==> config.mk <==
export PLATFORM = sky130hd
export DESIGN_NAME = msd_front
export DESIGN_NICKNAME = d
export VERILOG_FILES = /design/src/rtl/msd_pkg.sv /design/src/rtl/msd_front.sv
export SDC_FILE = /design/constraint.sdc
export NUM_CORES = 1
export LEC_CHECK = 0
export ABC_AREA = 0
export BUFFER_PORTS_ARGS = -buffer_cell sky130_fd_sc_hd__buf_2
export CAP_MARGIN = 20
export CORE_MARGIN = 3
export CORE_UTILIZATION = 45
export CTS_BUF_LIST = sky130_fd_sc_hd__clkbuf_4
export DETAILED_ROUTE_END_ITERATION = 10
export PLACE_DENSITY = 0.67
export SETUP_SLACK_MARGIN = 0.5
export SLEW_MARGIN = 20
export SYNTH_ARGS = -nofsm -noshare
export SYNTH_HDL_FRONTEND = slang
export SYNTH_SLANG_ARGS = --single-unit
==> constraint.sdc <==
create_clock -name clk -period 9.6 [get_ports clk]
set_input_delay 0.48 -clock clk [delete_from_list [all_inputs] [get_ports clk]]
set_output_delay 0.48 -clock clk [all_outputs]
set_load 0.005 [all_outputs]
==> src/rtl/msd_pkg.sv <==
// Shared constants, types and helper functions for the mask xor stream decryptor.
package msd_pkg;

    // Mask store geometry
    localparam int MASK_BYTES = 512;
    localparam int MASK_AW    = $clog2(MASK_BYTES);
    localparam int NB_W       = $clog2(MASK_BYTES + 1);
    localparam int LEN_W      = $clog2(MASK_BYTES / 2 + 1);

    // Queue between front and back
    localparam int Q_DEPTH = 4;
    localparam int Q_AW    = $clog2(Q_DEPTH);
    localparam int Q_CW    = $clog2(Q_DEPTH + 1);

    // Modulo unit
    localparam int SP_W   = 32;
    localparam int MOD_CW = $clog2(SP_W + 1);

    // Configuration port
    localparam int CFG_DW = 32;
    localparam int CFG_IW = 3;
    localparam logic [CFG_IW-1:0] REG_MASK_LENGTH     = 3'd0;
    localparam logic [CFG_IW-1:0] REG_CRYPT_OFFSET    = 3'd1;
    localparam logic [CFG_IW-1:0] REG_STREAM_POSITION = 3'd2;
    localparam logic [CFG_IW-1:0] REG_HEADER_LIMIT    = 3'd3;
    localparam logic [CFG_IW-1:0] REG_BUFFER_LENGTH   = 3'd4;

    // Byte constants
    localparam logic [7:0] CHK_SEED  = 8'hbb;
    localparam logic [7:0] HDR_FULL  = 8'h32;
    localparam logic [7:0] HDR_LIMIT = 8'h31;
    localparam logic [7:0] HDR_MARK  = 8'h55;

    typedef enum logic [1:0] {
        MODE_RAW   = 2'd0,
        MODE_LIMIT = 2'd1,
        MODE_FULL  = 2'd2
    } mode_t;

    typedef enum logic {
        KIND_LOAD = 1'b0,
        KIND_BYTE = 1'b1
    } kind_t;

    typedef enum logic [2:0] {
        ST_IDLE,
        ST_LOAD_HI,
        ST_SWEEP,
        ST_DISPATCH,
        ST_READ,
        ST_EMIT
    } back_state_t;

    typedef struct packed {
        logic [7:0]  mask_length;
        logic [15:0] crypt_offset;
        logic [31:0] stream_position;
        logic [31:0] header_limit;
        logic [15:0] buffer_length;
    } cfg_t;

    // One classified transaction in the queue
    typedef struct packed {
        kind_t              kind;
        logic [7:0]         data;
        logic               last;
        mode_t              mode;
        logic               first;
        logic               hit;
        logic [MASK_AW-1:0] addr_lo;
        logic [MASK_AW-1:0] addr_hi;
    } entry_t;

    // Effective mask length: zero reads as one, clamp at half the store
    function automatic logic [LEN_W-1:0] eff_len(input logic [7:0] ml);
        logic [LEN_W-1:0] len;
        if (ml == 8'd0)
        begin
            len = LEN_W'(1);
        end
        else if (int'(ml) > MASK_BYTES / 2)
        begin
            len = LEN_W'(MASK_BYTES / 2);
        end
        else
        begin
            len = LEN_W'(ml);
        end
        return len;
    endfunction

    // Number of mask bytes in use
    function automatic logic [NB_W-1:0] mask_bytes(input logic [7:0] ml);
        logic [LEN_W-1:0] len;
        len = eff_len(ml);
        return NB_W'({len, 1'b0});
    endfunction

endpackage

==> src/rtl/msd_front.sv <==
// Front part: accepts transactions, tracks buffer position and mode, classifies bytes.
module msd_front (
    input  logic            clk,
    input  logic            rst_n,
    input  msd_pkg::cfg_t   cfg,
    input  logic            in_valid,
    output logic            in_stall,
    input  logic            action,
    input  logic [7:0]      data_value,
    input  logic            last_in,
    input  logic            q_full,
    output logic            push,
    output msd_pkg::entry_t push_entry
);

    logic [7:0]          load_count_reg, load_count_next;
    logic [15:0]         byte_pos_reg, byte_pos_next;
    msd_pkg::mode_t      mode_reg, mode_next;

    logic [msd_pkg::LEN_W-1:0]   len;
    logic [msd_pkg::NB_W-1:0]    nb;
    logic [7:0]                  j_eff;
    logic [8:0]                  j_inc;
    logic [msd_pkg::NB_W-1:0]    hi_full;
    logic                        first;
    msd_pkg::mode_t              mode_first, mode_eff;
    logic [15:0]                 pos_rel;
    logic [31:0]                 bound;
    logic [32:0]                 reach;
    logic                        in_window;
    logic                        accept;

    assign accept   = in_valid && !q_full;
    assign in_stall = q_full;
    assign push     = accept;

    // Mask load addresses: low byte at 2j, complement at 2L-1-2j
    always_comb
    begin
        len     = msd_pkg::eff_len(cfg.mask_length);
        nb      = msd_pkg::mask_bytes(cfg.mask_length);
        j_eff   = (32'(load_count_reg) >= 32'(len)) ? 8'd0 : load_count_reg;
        j_inc   = {1'b0, j_eff} + 9'd1;
        hi_full = nb - msd_pkg::NB_W'(1) - msd_pkg::NB_W'({j_eff, 1'b0});
    end

    // Byte classification: mode latch and decrypt window
    always_comb
    begin
        first = (byte_pos_reg == 16'd0);
        if (data_value == msd_pkg::HDR_FULL)
        begin
            mode_first = msd_pkg::MODE_FULL;
        end
        else if (data_value == msd_pkg::HDR_LIMIT)
        begin
            mode_first = msd_pkg::MODE_LIMIT;
        end
        else
        begin
            mode_first = msd_pkg::MODE_RAW;
        end
        mode_eff = first ? mode_first : mode_reg;
        bound    = (mode_eff == msd_pkg::MODE_FULL) ? {16'd0, cfg.buffer_length} :
                   cfg.header_limit;
        pos_rel  = byte_pos_reg - cfg.crypt_offset;
        reach    = {1'b0, cfg.stream_position} + {17'd0, pos_rel};
        // count = bound - stream_position, or one when bound does not exceed it
        if (byte_pos_reg < cfg.crypt_offset)
        begin
            in_window = 1'b0;
        end
        else if (bound > cfg.stream_position)
        begin
            in_window = (reach < {1'b0, bound});
        end
        else
        begin
            in_window = (pos_rel == 16'd0);
        end
    end

    // Queue entry
    always_comb
    begin
        push_entry.kind    = action ? msd_pkg::KIND_BYTE : msd_pkg::KIND_LOAD;
        push_entry.data    = data_value;
        push_entry.last    = last_in;
        push_entry.mode    = mode_eff;
        push_entry.first   = first;
        push_entry.hit     = (mode_eff != msd_pkg::MODE_RAW) && in_window;
        push_entry.addr_lo = msd_pkg::MASK_AW'({j_eff, 1'b0});
        push_entry.addr_hi = msd_pkg::MASK_AW'(hi_full);
    end

    // State update on accepted transactions
    always_comb
    begin
        load_count_next = load_count_reg;
        byte_pos_next   = byte_pos_reg;
        mode_next       = mode_reg;
        if (accept && !action)
        begin
            load_count_next = (32'(j_inc) >= 32'(len)) ? 8'd0 : j_inc[7:0];
        end
        if (accept && action)
        begin
            byte_pos_next = last_in ? 16'd0 : byte_pos_reg + 16'd1;
            mode_next     = mode_eff;
        end
    end

    always_ff @(posedge clk or negedge rst_n)
    begin
        if (!rst_n)
        begin
            load_count_reg <= 8'd0;
            byte_pos_reg   <= 16'd0;
            mode_reg       <= msd_pkg::MODE_RAW;
        end
        else
        begin
            load_count_reg <= load_count_next;
            byte_pos_reg   <= byte_pos_next;
            mode_reg       <= mode_next;
        end
    end

endmodule

==> out/summary.txt <==
run status - finished clean
post-CTS setup buffers - 0
HP Class - input port to async pin
hpwl dp - 13.5 mm
Setup TNS - 0 ps
Cell variety after synth - 69
VDD IR max - 70.7 uV
Least-Margin Pin Slew - 670 ps
Lkg Pwr - 0.00378 uW
clock edge transition at the registers on the reported setup and hold paths - 140 ps
max reg flops - 16
wire per inst - 14.2 um
H-tree depth - 1
RSZ-0062 raised after global routing - false
Via density - 5.34
#FFs+latches synth - 26
Reg2Reg Setup Slack - 4540 ps
clock power share - 0.057
max cap viols - 0
Die Area - 14500 sq um
Final period util - 0.675
chip width - 121 um
Die Y - 121 um
grt total ovfl - 0
Synth Flop Type - dfrtp_1
r2r startpoint - load_count_reg[0]
Logic pwr share - 0.770
post-synthesis async set-or-reset flop share - 1.00
num ports - 152
# rows - 41
DR pass1 iterations - 5
routed wire length - 15.3 mm
Post-synth EDFFs - 0
Core ar. - 12700 sq um
Net Switching - 415 uW
CP Max Fanout - 6
syn nets - 1027
largest net degree at the start of global routing - 33
synth warn - 0
Post-CTS Resized - 0
worst-skew pair later-pin latency - 330 ps
final hold viol count - 0
FMAX - 154 MHz
Pint - 435 uW
mean post-synth cell area - 7.54 sq um
CTS tree - built
synthesized area - 5900 sq um
TritonCTS Buffers - 3
# hold bufs at CTS - 0
Fillers - 1330
most common cell after layout, fill and taps aside - buf_2
Initial Util - 0.464
total power - 850 uW
clk buf depth - 2
Reg2Reg Depth - 21
first-pass GRT wire length - 25.8 mm
Required @ worst endpoint - 9120 ps
fin. max-slew vios - 0
sw frac - 0.488
clk sinks - 26
detailed router's first-iteration violation count - 237
# port buffers - 149
antenna violations before repair - 0
WS Path Type - flop to output pin
Clock Skews - 4.74 ps
vias post-DR - 5776
Worst R2R End - load_count_reg[0]
Cells after Synth - 783
number of remaining DRC errors - 0
n_diodes - 0
Reg power frac - 0.173
gr usage total - 0.211
post-route ant nets - 0
Worst Path Arrival - 6000 ps
Area Growth Syn to Fin - 14.4%
Pwr Density - 126 nW/um^2
CTS Root Cell - clkbuf_4
Final GP Congestion - 0.891
layout cells sized above 1 - 0.181
vias in the first global route - 5612
Setup Viol. Count Final - 0
Worst slew margin - 0.552
endpoint class of the critical path - output pin
Seq/Total Area, Yosys - 0.110
Nets - 1156
CP Launch Type - flop
most frequent cells in the layout - buf_2 (149), ha_1 (123), inv_1 (119)
Tmin final - 6480 ps
==> Yosys cell counts (all sizes together) (7+ instances only) <==
cell / count / area [sq um]
buf: 16 / 114
nand3: 29 / 145
xor2: 13 / 114
o21ai: 36 / 180
mux2i: 18 / 184
ha: 123 / 1540
or3: 11 / 68.8
a22o: 7 / 61.3
clkbuf: 10 / 37.5
nand4: 12 / 81.3
a21o: 16 / 120
and3: 13 / 81.3
a21oi: 65 / 325
nand2: 65 / 244
dfrtp: 26 / 651
nor3: 15 / 75.1
inv: 119 / 447
xnor2: 46 / 403
nor2: 36 / 135
nor4: 7 / 43.8
==> worst max-delay path: stages (launching register included) <==
cell and delay (ps):
dfrtp_1 440, inv_1 100, ha_1 210, fa_1 400, nor2b_1 150, o31a_1 200, o21ai_1 90, a21oi_1 180
xor2_1 230, ha_1 340, a21oi_1 160, o21ai_0 120, or3_1 320, o221ai_1 340, a21oi_1 150, a211oi_1 300
nor2_1 100, xnor2_1 140, ha_1 280, nand2_1 40, or3_1 360, nor4_1 370, o2111a_1 240, o31ai_1 70
nand3_1 100, o41ai_2 90, buf_2 150
==> area by class of cell <==
cell class,count,area [sq um],share of cell area
Multi-Input combinational cell,611,4660,0.690
Timing Repair Buffer,150,753,0.112
Sequential cell,26,651,0.0964
Inverter,120,450,0.0667
Tap cell,172,215,0.0319
Clock buffer,3,22.5,0.00334
==> power groups by stage <==
| stage | sequential [uW] | combinational (uW) | clock [uW] |
|---|---|---|---|
| 2_1_floorplan | 142 | 481 | 0 |
| 3_3_place_gp | 149 | 648 | 0 |
| 3_5_place_dp | 149 | 655 | 0 |
| 4_1_cts | 147 | 659 | 51.7 |
| 5_1_grt | 150 | 755 | 57.2 |
| 6_report | 147 | 654 | 48.5 |
==> through the flow <==
step	instance area (sq um)	hold WS, ps	utilization	worst slack [ps]	instances
finish	6750	144	0.530	3120	1082
global route	6750	164	0.530	2600	1082
floorplan	5900	184	-	4190	783
global placement	6730	524	0.529	3490	1079
detailed placement	6730	530	0.529	3400	1079
CTS	6750	159	0.530	3120	1082
==> cells by family after synthesis <==
| kind of cell | Yosys count | share of synthesized area |
|---|---|---|
| xor+xnor | 59 | 0.0876 |
| flops | 26 | 0.110 |
| simple gates | 222 | 0.193 |
| fa+ha+maj | 126 | 0.271 |
| buf+inv | 146 | 0.102 |
| other cells | 2 | 0.00127 |
| compound gates | 181 | 0.197 |
| mux | 21 | 0.0382 |
==> layer usage <==
layer  track usage  vias up  wire (um)  part of all wire
li1              -     3002          -                 -
met4        0.0482        0        281             0.018
met2         0.356      137       7000              0.46
met1         0.291     2621       7280              0.48
met3        0.0192       16        759             0.050
met5             0        -          0                 0
==> how the worst max path moves through the flow <==
stage,from,depth (start not counted),slack (ps),to
floorplan,cfg[81],26,4190,push_entry[18]
global placement,cfg[81],27,3490,push_entry[18]
detailed placement,cfg[81],27,3400,push_entry[18]
CTS,byte_pos_reg[0],26,3120,push_entry[18]
global route,byte_pos_reg[0],25,2600,push_entry[18]
finish,byte_pos_reg[0],26,3120,push_entry[18]
(Power assumes the default switching activity.)
