## src/rtl/msd_pkg.sv

```systemverilog
// Shared constants, types and helper functions for the mask xor stream decryptor.
package msd_pkg;

    // Mask store geometry
    localparam int MASK_BYTES = 512;
    localparam int MASK_AW    = $clog2(MASK_BYTES);
    localparam int NB_W       = $clog2(MASK_BYTES + 1);
    localparam int LEN_W      = $clog2(MASK_BYTES / 2 + 1);

    // Queue between front and back
    localparam int Q_DEPTH = 4;
    localparam int Q_AW    = $clog2(Q_DEPTH);
    localparam int Q_CW    = $clog2(Q_DEPTH + 1);

    // Modulo unit
    localparam int SP_W   = 32;
    localparam int MOD_CW = $clog2(SP_W + 1);

    // Configuration port
    localparam int CFG_DW = 32;
    localparam int CFG_IW = 3;
    localparam logic [CFG_IW-1:0] REG_MASK_LENGTH     = 3'd0;
    localparam logic [CFG_IW-1:0] REG_CRYPT_OFFSET    = 3'd1;
    localparam logic [CFG_IW-1:0] REG_STREAM_POSITION = 3'd2;
    localparam logic [CFG_IW-1:0] REG_HEADER_LIMIT    = 3'd3;
    localparam logic [CFG_IW-1:0] REG_BUFFER_LENGTH   = 3'd4;

    // Byte constants
    localparam logic [7:0] CHK_SEED  = 8'hbb;
    localparam logic [7:0] HDR_FULL  = 8'h32;
    localparam logic [7:0] HDR_LIMIT = 8'h31;
    localparam logic [7:0] HDR_MARK  = 8'h55;

    typedef enum logic [1:0] {
        MODE_RAW   = 2'd0,
        MODE_LIMIT = 2'd1,
        MODE_FULL  = 2'd2
    } mode_t;

    typedef enum logic {
        KIND_LOAD = 1'b0,
        KIND_BYTE = 1'b1
    } kind_t;

    typedef enum logic [2:0] {
        ST_IDLE,
        ST_LOAD_HI,
        ST_SWEEP,
        ST_DISPATCH,
        ST_READ,
        ST_EMIT
    } back_state_t;

    typedef struct packed {
        logic [7:0]  mask_length;
        logic [15:0] crypt_offset;
        logic [31:0] stream_position;
        logic [31:0] header_limit;
        logic [15:0] buffer_length;
    } cfg_t;

    // One classified transaction in the queue
    typedef struct packed {
        kind_t              kind;
        logic [7:0]         data;
        logic               last;
        mode_t              mode;
        logic               first;
        logic               hit;
        logic [MASK_AW-1:0] addr_lo;
        logic [MASK_AW-1:0] addr_hi;
    } entry_t;

    // Effective mask length: zero reads as one, clamp at half the store
    function automatic logic [LEN_W-1:0] eff_len(input logic [7:0] ml);
        logic [LEN_W-1:0] len;
        if (ml == 8'd0)
        begin
            len = LEN_W'(1);
        end
        else if (int'(ml) > MASK_BYTES / 2)
        begin
            len = LEN_W'(MASK_BYTES / 2);
        end
        else
        begin
            len = LEN_W'(ml);
        end
        return len;
    endfunction

    // Number of mask bytes in use
    function automatic logic [NB_W-1:0] mask_bytes(input logic [7:0] ml);
        logic [LEN_W-1:0] len;
        len = eff_len(ml);
        return NB_W'({len, 1'b0});
    endfunction

endpackage

```

## src/rtl/msd_fifo.sv

```systemverilog
// Short queue of classified transactions between the front and back parts.
module msd_fifo (
    input  logic            clk,
    input  logic            rst_n,
    input  logic            push,
    input  msd_pkg::entry_t push_entry,
    output logic            full,
    input  logic            pop,
    output msd_pkg::entry_t head,
    output logic            head_valid
);

    msd_pkg::entry_t                  mem_reg [msd_pkg::Q_DEPTH];
    logic [msd_pkg::Q_AW-1:0]         wr_ptr_reg, wr_ptr_next;
    logic [msd_pkg::Q_AW-1:0]         rd_ptr_reg, rd_ptr_next;
    logic [msd_pkg::Q_CW-1:0]         count_reg, count_next;

    // Pointer and fill bookkeeping
    always_comb
    begin
        wr_ptr_next = wr_ptr_reg;
        rd_ptr_next = rd_ptr_reg;
        count_next  = count_reg;
        if (push)
        begin
            wr_ptr_next = (wr_ptr_reg == msd_pkg::Q_AW'(msd_pkg::Q_DEPTH - 1)) ?
                          '0 : wr_ptr_reg + 1'b1;
        end
        if (pop)
        begin
            rd_ptr_next = (rd_ptr_reg == msd_pkg::Q_AW'(msd_pkg::Q_DEPTH - 1)) ?
                          '0 : rd_ptr_reg + 1'b1;
        end
        if (push && !pop)
        begin
            count_next = count_reg + 1'b1;
        end
        else if (pop && !push)
        begin
            count_next = count_reg - 1'b1;
        end
    end

    always_ff @(posedge clk or negedge rst_n)
    begin
        if (!rst_n)
        begin
            wr_ptr_reg <= '0;
            rd_ptr_reg <= '0;
            count_reg  <= '0;
        end
        else
        begin
            wr_ptr_reg <= wr_ptr_next;
            rd_ptr_reg <= rd_ptr_next;
            count_reg  <= count_next;
        end
    end

    // Entry storage, payload only
    always_ff @(posedge clk)
    begin
        if (push)
        begin
            mem_reg[wr_ptr_reg] <= push_entry;
        end
    end

    assign full       = (count_reg == msd_pkg::Q_CW'(msd_pkg::Q_DEPTH));
    assign head_valid = (count_reg != '0);
    assign head       = mem_reg[rd_ptr_reg];

endmodule

```

## config.mk

```make
export PLATFORM = sky130hd
export DESIGN_NAME = msd_fifo
export DESIGN_NICKNAME = d
export VERILOG_FILES = /design/src/rtl/msd_pkg.sv /design/src/rtl/msd_fifo.sv
export SDC_FILE = /design/constraint.sdc
export NUM_CORES = 1
export LEC_CHECK = 0
export BUFFER_PORTS_ARGS = -buffer_cell sky130_fd_sc_hd__buf_2
export CORE_MARGIN = 10
export CORE_UTILIZATION = 42
export CTS_BUF_LIST = sky130_fd_sc_hd__clkbuf_8
export DETAILED_ROUTE_END_ITERATION = 16
export HOLD_SLACK_MARGIN = 0.03
export PLACE_DENSITY_LB_ADDON = 0.15
export SETUP_SLACK_MARGIN = 0.2
export SYNTH_ARGS = -nofsm -noshare
export SYNTH_HDL_FRONTEND = slang
export SYNTH_SLANG_ARGS = --single-unit
```

## constraint.sdc

```tcl
create_clock -name clk -period 2.3 [get_ports clk]
set_input_delay 0.46 -clock clk [delete_from_list [all_inputs] [get_ports clk]]
set_output_delay 0.46 -clock clk [all_outputs]
set_load 0.02 [all_outputs]
```

==> results.yml, run 1 <==
drt:
  ant_nets: 0
  drcViolationCount: 0
  first_pass_iters: 4
  vias_per_cell: 5.030
  avgRoutedWirePerCell_um: 19.93
  vias: 2319
  drtIter0Drc: 165
  routed_wl_um: 9187
cells_and_area:
  mostFrequentLayoutCell: "edfxtp_1"
  drive_gt1_frac: 0.4745
  regArea_um2: 4021
  antenna_cells: 0
  largest_reg_flops: 128
  multi_input_area_um2: 948.4
  area_delta_synth_final_pct: 22.50
  layout.nets: 346
  final_area_um2: 6226
  fill_cells: 975
  final_cell_mix: "edfxtp_1 (128), buf_2 (40), mux4_2 (32)"
placed_design:
  gp_congestion: 0.6717
  port_buffers: 69
  dpl_cell_area_um2: 5687
  hpwlAfterDp_um: 6020
cts:
  clock_latency_ps: 430
  numCtsBuffers: 17
  cts_root_buffer: "clkbuf_8"
  clk_pin_slew_ps: 70
  cts_tree: "built"
  cts.sinks: 135
  cts_buffer_depth: 2
  h-tree-depth: 4
pwr:
  p_leak_nw: 2.212
  p_total_mw: 7.887
  ir_drop_mv: 0.7136
  power_density_nw_per_um2: 1267
floorplan:
  initial_utilization: 0.4267
  die-width_um: 130.0
  top_level_ports: 70
  die-area_um2: 16900
  die_y_um: 130.0
  rows: 40
  core-area_um2: 11910
sta:
  max_freq_mhz: 446.8
  worst_pin_slew_ps: 392.0
  final_hold_viol_count: 0
  setup_viol: 0
  max_slew_margin: 0.7387
  period_needed_ps: 2238
  setup_tns_ps: 0
  drv_slew: 0
  clock_skew_ps: 8.375
  rsz0062_at_grt: "true"
  fin_crit_sh: 0.9730
setup_path:
  required_ps: 1840
  worstPathArrival_ps: 1780
  crit_fanout: 8
  worstSetupStartpointType: "flip-flop"
  endpoint_kind: "output pin"
  crit_type: "reg -> out"
logic_synthesis:
  synth-adder-area-share: 0.01871
  synth_top_family_by_area: "multiplexers"
  ys_ff_latch: 135
  synth-simple-area-share: 0.01132
  yosysWarnings: 0
  synth_compound_area_frac: 0.001969
  syn_nets: 248
  synthCells: 205
  netlist_area_um2: 5082
  synth_cell_types: 20
  yosysSeqAreaShare: 0.7907
  synthMuxAreaShare: 0.1514
  avgSynthCellArea_um2: 24.79
  synth_xor_area_frac: 0.005170
run_status:
  status: "finished, final reports clean"
global_routing:
  first_global_vias: 2554
  grt_util_all_layers: 0.1169
  antenna_found_initial: 0
  grt_max_degree: 33
  grt_overflow_total: 0
  grt_pass1_wl_um: 14340
flow_run:
  drv_cap: 0
hold_path:
  min-delay-path-class: "in -> reg"
## synth_stat cells
library cell / n / share of area
or3_1: 1 / 0.0012
nor2_1: 3 / 0.0022
mux4_2: 28 / 0.12
buf_12: 3 / 0.012
fa_1: 1 / 0.0039
nand2_1: 2 / 0.0015
mux4_1: 4 / 0.021
dfrtp_1: 7 / 0.034
edfxtp_1: 128 / 0.76
clkbuf_1: 1 / 0.00074
xor2_1: 2 / 0.0034
inv_1: 4 / 0.0030
nor3b_1: 1 / 0.0015
mux2_2: 3 / 0.0066
buf_2: 3 / 0.0030
and2_1: 4 / 0.0049
buf_6: 1 / 0.0022
o21ai_0: 2 / 0.0020
xnor2_1: 1 / 0.0017
ha_1: 6 / 0.015
## kinds of logic after synthesis
| logic type | count (synthesis) |
|---|---|
| AOI/OAI and AO/OA | 2 |
| buffers and inverters | 12 |
| muxes | 35 |
| and+or+nand+nor | 11 |
| xor gates and xnor gates | 3 |
| DFF | 135 |
| adders and majority gates | 7 |
## stage by stage
step / instances / utilization / worst slack (ps) / hold slack (ps)
6_report: 461 / 0.5227 / 62.06 / 245.2
3_3_place_gp: 424 / 0.4774 / 329.2 / 310.2
2_1_floorplan: 205 / - / 494.9 / 164.4
5_1_grt: 461 / 0.5227 / -20.32 / 213.1
4_1_cts: 460 / 0.5204 / 13.76 / 210.0
3_5_place_dp: 424 / 0.4774 / 331.5 / 312.8
## per-layer routing
layer  vias up  track usage  wire length (µm)
met2        55       0.1829              4667
met4         0      0.04762               105
met5         -            0                 0
met1      1205       0.1412              3930
li1       1050            -                 -
met3         9      0.04828               484
## path summary, 6_finish.rpt
check,end,startpoint,cells past startpoint,slack (ps)
hold reg to reg,count_reg[2]$_DFFE_PN0P_,count_reg[2]$_DFFE_PN0P_,1,490
max in group asynchronous,rd_ptr_reg[0]$_DFFE_PN0P_,rst_n,2,1720
min in group asynchronous,count_reg[0]$_DFFE_PN0P_,rst_n,2,390
setup reg to reg,mem_reg[2][16]$_DFFE_PP_,wr_ptr_reg[0]$_DFFE_PN0P_,4,700
hold / removal,mem_reg[2][15]$_DFFE_PP_,push_entry[15],1,250
setup / recovery,head[9],rd_ptr_reg[0]$_DFFE_PN0P_,4,60
## timing repair
action                     4_1_cts  5_1_grt
hold endpoints to repair         7        0
gates cloned                     1        0
buffers inserted                 4        1
hold buffers                     1        0
resized for setup               55        7
setup endpoints to repair       32       32
## report_power, final
part	internal [mW]	switching, mW
logic	1.60	1.52
clock network	0.688	0.792
registers	3.16	0.126
total	5.45	2.44
## area by class of cell
cell class                 count  share of cell area
sequential                   135              0.6459
clock buffer                  17             0.03758
clock inverter                13            0.008842
inverter                       4            0.002412
tap                          147             0.02954
timing repair buffer          87              0.1234
multi-input combinational     58              0.1523
## critical path, cell delays in order (launching register included)
cell     delay [ps]
dfrtp_2         380
buf_12          130
buf_12          140
mux4_2          540
buf_6           160
Note: power is estimated with default switching activity, not from simulation.
==> run 2: changes to the inputs <==
- RECOVER_POWER: unset -> 25
- TNS_END_PERCENT: unset -> 20
==> results.yml, run 2 (synthesized netlist as in run 1, its figures left out) <==
cells_and_area:
  drive_gt1_frac: 0.4121
  final_cells: 460
  largest_reg_flops: 128
  post-route-util: 0.5174
  layout.nets: 345
  area_delta_synth_final_pct: 21.27
  antenna_cells: 0
  final_cell_mix: "edfxtp_1 (128), mux4_2 (32), buf_2 (25)"
  mostFrequentLayoutCell: "edfxtp_1"
  multi_input_area_um2: 948.4
  regArea_um2: 4021
  fill_cells: 981
placed_design:
  port_buffers: 69
  dp_cells: 424
  hpwlAfterDp_um: 6020
  gp_congestion: 0.6717
  dp_worst_setup_slack_ps: 331.5
floorplan:
  rows: 40
  die-width_um: 130.0
  die_y_um: 130.0
  core-area_um2: 11910
  top_level_ports: 70
  initial_utilization: 0.4267
  die-area_um2: 16900
hold_path:
  hold_depth: 1
  min-delay-path-class: "in -> reg"
drt:
  drcViolationCount: 0
  first_pass_iters: 4
  routed_wl_um: 9243
  avgRoutedWirePerCell_um: 20.09
  vias_per_cell: 5.050
  drtIter0Drc: 143
  ant_nets: 0
  vias: 2323
sta:
  max_freq_mhz: 443.4
  setup_viol: 0
  clock_skew_ps: 9.206
  finalWorstSetupSlack_ps: 44.52
  rsz0062_at_grt: "true"
  fin_crit_sh: 0.9806
  worst_pin_slew_ps: 391.1
  max_slew_margin: 0.7393
  setup_tns_ps: 0
  period_needed_ps: 2255
  final_hold_viol_count: 0
  drv_slew: 0
global_routing:
  first_global_vias: 2550
  grt_util_all_layers: 0.1167
  antenna_found_initial: 0
  grt_overflow_total: 0
  grt_max_degree: 33
  grt_pass1_wl_um: 14330
setup_path:
  required_ps: 1840
  cp_common_cell: "buf_12"
  crit_fanout: 8
  crit_type: "reg -> out"
  endpoint_kind: "output pin"
  reg2regPathDepth: 4
  critPathMaxStageDelay_ps: 540
  worstPathArrival_ps: 1800
  worstSetupStartpointType: "flip-flop"
  path_cells: "buf_12 > buf_12 > mux4_2 > buf_6"
  critPathSlowestCell: "mux4_2"
  r2r_setup_slack_ps: 700
cts:
  clock_latency_ps: 430
  cts.sinks: 135
  numCtsBuffers: 17
  clk_pin_slew_ps: 60
  h-tree-depth: 4
  cts_root_buffer: "clkbuf_8"
  cts_tree: "built"
  cts_buffer_depth: 2
pwr:
  p_leak_nw: 2.149
  p_total_mw: 7.795
  ir_drop_mv: 0.7149
  power_density_nw_per_um2: 1265
run_status:
  status: "finished, final reports clean"
flow_run:
  drv_cap: 0
[run 2: changes by cell type in the layout (fill, tap and decap cells not counted), sizes merged]
cell,before,now
clkbuf,17,36
bufbuf,0,1
buf,86,65
[run 2: power breakdown]
group / internal (mW) / switching [mW]
clock: 0.688 / 0.789
sequential: 3.16 / 0.128
combinational: 1.53 / 1.50
total: 5.38 / 2.41
[run 2: final timing paths]
check                                     startpoint                        end
setup / recovery           rd_ptr_reg[0]$_DFFE_PN0P_                    head[9]
hold / removal                        push_entry[24]   mem_reg[0][24]$_DFFE_PP_
setup reg to reg           wr_ptr_reg[0]$_DFFE_PN0P_   mem_reg[2][31]$_DFFE_PP_
hold reg to reg             count_reg[2]$_DFFE_PN0P_   count_reg[2]$_DFFE_PN0P_
max in group asynchronous                      rst_n  rd_ptr_reg[0]$_DFFE_PN0P_
min in group asynchronous                      rst_n   count_reg[0]$_DFFE_PN0P_
[run 2: critical path: cells and delay by family (launching register included)]
kind                   cells  cell delay, ps
buffers and inverters      3             440
flip-flops                 1             400
multiplexers               1             540
[run 2: what timing repair did]
item / 4_1_cts / 5_1_grt
hold endpoints to repair: 7 / 0
setup buffers: 3 / 1
hold buffers: 1 / 0
endpoints found under the setup margin: 32 / 32
cloned: 1 / 0
gates resized for setup: 43 / 7
[run 2: area by class of cell]
type | instances | share of cell area
sequential | 135 | 0.6525
inverter | 4 | 0.002436
timing repair buffer | 86 | 0.1145
multi-input combinational | 58 | 0.1539
tap | 147 | 0.02984
clock inverter | 13 | 0.008932
clock buffer | 17 | 0.03796
[run 2: layer usage]
metal  wire length, µm  vias up  global-route usage  part of all wire
met5                 0        -                   0                 0
met4                89        0             0.04762            0.0096
met3               474        7             0.04828             0.051
met2              4685       56              0.1817              0.51
met1              3993     1211              0.1417              0.43
li1                  -     1049                   -                 -
[run 2: metrics by stage]
step / hold WS (ps) / cell area (µm²)
floorplan: 164.4 / 5082
global placement: 310.2 / 5687
detailed placement: 312.8 / 5687
CTS: 210.0 / 6158
global route: 227.4 / 6163
finish: 251.0 / 6163
==> run 3: changes to the inputs <==
- PLACE_DENSITY_LB_ADDON: 0.15 -> unset
==> results.yml, run 3 (synthesized netlist as in run 1, its figures left out) <==
sta:
  max_slew_margin: 0.7311
  period_needed_ps: 2243
  setup_viol: 0
  max_freq_mhz: 445.8
  final_hold_viol_count: 0
  worst_pin_slew_ps: 403.4
  drv_slew: 0
  rsz0062_at_grt: "true"
  fin_crit_sh: 0.9752
  clock_skew_ps: 4.485
drt:
  drcViolationCount: 0
  ant_nets: 0
  vias_per_cell: 5.055
  first_pass_iters: 4
  drtIter0Drc: 126
  avgRoutedWirePerCell_um: 20.26
  routed_wl_um: 9281
  vias: 2315
placed_design:
  gp_congestion: 0.6727
  port_buffers: 69
  hpwlAfterDp_um: 5905
  dpl_cell_area_um2: 5647
  dp_cells: 422
pwr:
  p_seq_frac: 0.407
  p_sw_mw: 2.445
  power_density_nw_per_um2: 1305
  internal-power_mw: 5.662
  clkPwrFrac: 0.230
  power_frac_comb: 0.363
  ir_drop_mv: 0.6202
  p_sw_frac: 0.3016
  p_leak_nw: 2.147
cells_and_area:
  largest_reg_flops: 128
  fill_cells: 966
  final_cells: 458
  post-route-util: 0.5213
  final_area_um2: 6210
  layout.nets: 341
  area_delta_synth_final_pct: 22.18
  drive_gt1_frac: 0.4116
  final_cell_mix: "edfxtp_1 (128), mux4_2 (32), buf_2 (28)"
  mostFrequentLayoutCell: "edfxtp_1"
  antenna_cells: 0
global_routing:
  first_global_vias: 2649
  grt_overflow_total: 0
  grt_max_degree: 33
  antenna_found_initial: 0
  grt_pass1_wl_um: 14720
  grt_util_all_layers: 0.1192
cts:
  cts.sinks: 135
  numCtsBuffers: 17
  clock_latency_ps: 430
  clk_pin_slew_ps: 70
  cts_buffer_depth: 2
  cts_root_buffer: "clkbuf_8"
  h-tree-depth: 4
  cts_tree: "built"
flow_run:
  drv_cap: 0
run_status:
  status: "finished, final reports clean"
setup_path:
  worstSetupStartpoint: "rd_ptr_reg[0]$_DFFE_PN0P_"
  worstSetupStartpointType: "flip-flop"
  worstPathArrival_ps: 1780
  path_cells: "buf_12 > buf_16 > mux4_2 > buf_6"
  r2r_start: "wr_ptr_reg[0]$_DFFE_PN0P_"
  critPathMaxStageDelay_ps: 500
  crit_fanout: 5
  r2r_end: "mem_reg[0][7]$_DFFE_PP_"
  required_ps: 1840
  endpoint_kind: "output pin"
  r2r_setup_slack_ps: 630
  crit_type: "reg -> out"
  cp-endpoint: "head[23]"
  critPathSlowestCell: "mux4_2"
  reg2regPathDepth: 4
floorplan:
  die-width_um: 130.0
  rows: 40
  die_y_um: 130.0
  top_level_ports: 70
  die-area_um2: 16900
  initial_utilization: 0.4267
  core-area_um2: 11910
hold_path:
  min-delay-path-class: "in -> reg"
-- run 3: cell type report --
| type | instances | area (µm²) | share of cell area |
|---|---|---|---|
| clock buffers | 17 | 234.0 | 0.03768 |
| clock inverters | 15 | 145.1 | 0.02337 |
| inverters | 4 | 15.01 | 0.002418 |
| multi-input cells | 58 | 948.4 | 0.1527 |
| flip-flops and latches | 135 | 4021 | 0.6476 |
| well taps | 147 | 183.9 | 0.02962 |
| repair buffers | 82 | 661.9 | 0.1066 |
-- run 3: power by group through the flow --
stage	Clock [mW]	Combinational (mW)	Sequential (mW)
2_1_floorplan	0	1.80	3.31
3_3_place_gp	0	2.51	3.33
3_5_place_dp	0	2.51	3.35
4_1_cts	1.93	2.97	3.31
5_1_grt	2.04	3.16	3.35
6_report	1.86	2.94	3.30
-- run 3: per-stage QoR --
| stage | setup slack, ps | setup TNS (ps) | hold WS [ps] | power (mW) |
|---|---|---|---|---|
| final | 57.08 | 0 | 253.6 | 8.106 |
| after global routing | -30.40 | -208.5 | 227.7 | 8.544 |
| after global placement | 436.0 | 0 | 311.2 | 5.841 |
| after CTS | 0.8119 | 0 | 206.3 | 8.206 |
| after floorplan | 494.9 | 0 | 164.4 | 5.111 |
| after detailed placement | 454.1 | 0 | 314.0 | 5.858 |
-- run 3: critical path, delay by kind of cell (launching register included) --
| kind | cells | cell delay [ps] |
|---|---|---|
| buffers and inverters | 3 | 410 |
| multiplexers | 1 | 500 |
| flip-flops | 1 | 430 |
-- run 3: how the worst min path moves through the flow --
stage | startpoint | end | cells past startpoint
4_1_cts | push_entry[24] | mem_reg[0][24]$_DFFE_PP_ | 1
3_3_place_gp | rst_n | count_reg[2]$_DFFE_PN0P_ | 1
2_1_floorplan | rst_n | count_reg[0]$_DFFE_PN0P_ | 0
6_report | push_entry[11] | mem_reg[2][11]$_DFFE_PP_ | 1
3_5_place_dp | rst_n | count_reg[2]$_DFFE_PN0P_ | 1
5_1_grt | push_entry[14] | mem_reg[1][14]$_DFFE_PP_ | 1
-- run 3: repair_timing --
item	in CTS	in global routing
setup buffers	1	0
resized for setup	41	9
endpoints found under the setup margin	32	32
hold buffers	1	0
cloned	2	0
pin swaps	0	0
hold endpoints to repair	7	0
-- run 3: layer usage --
layer	wire length [µm]	vias up	GRT usage
met3	568	11	0.04706
met4	112	0	0.05357
li1	-	1041	-
met2	4607	62	0.1895
met5	0	-	0
met1	3992	1201	0.1406
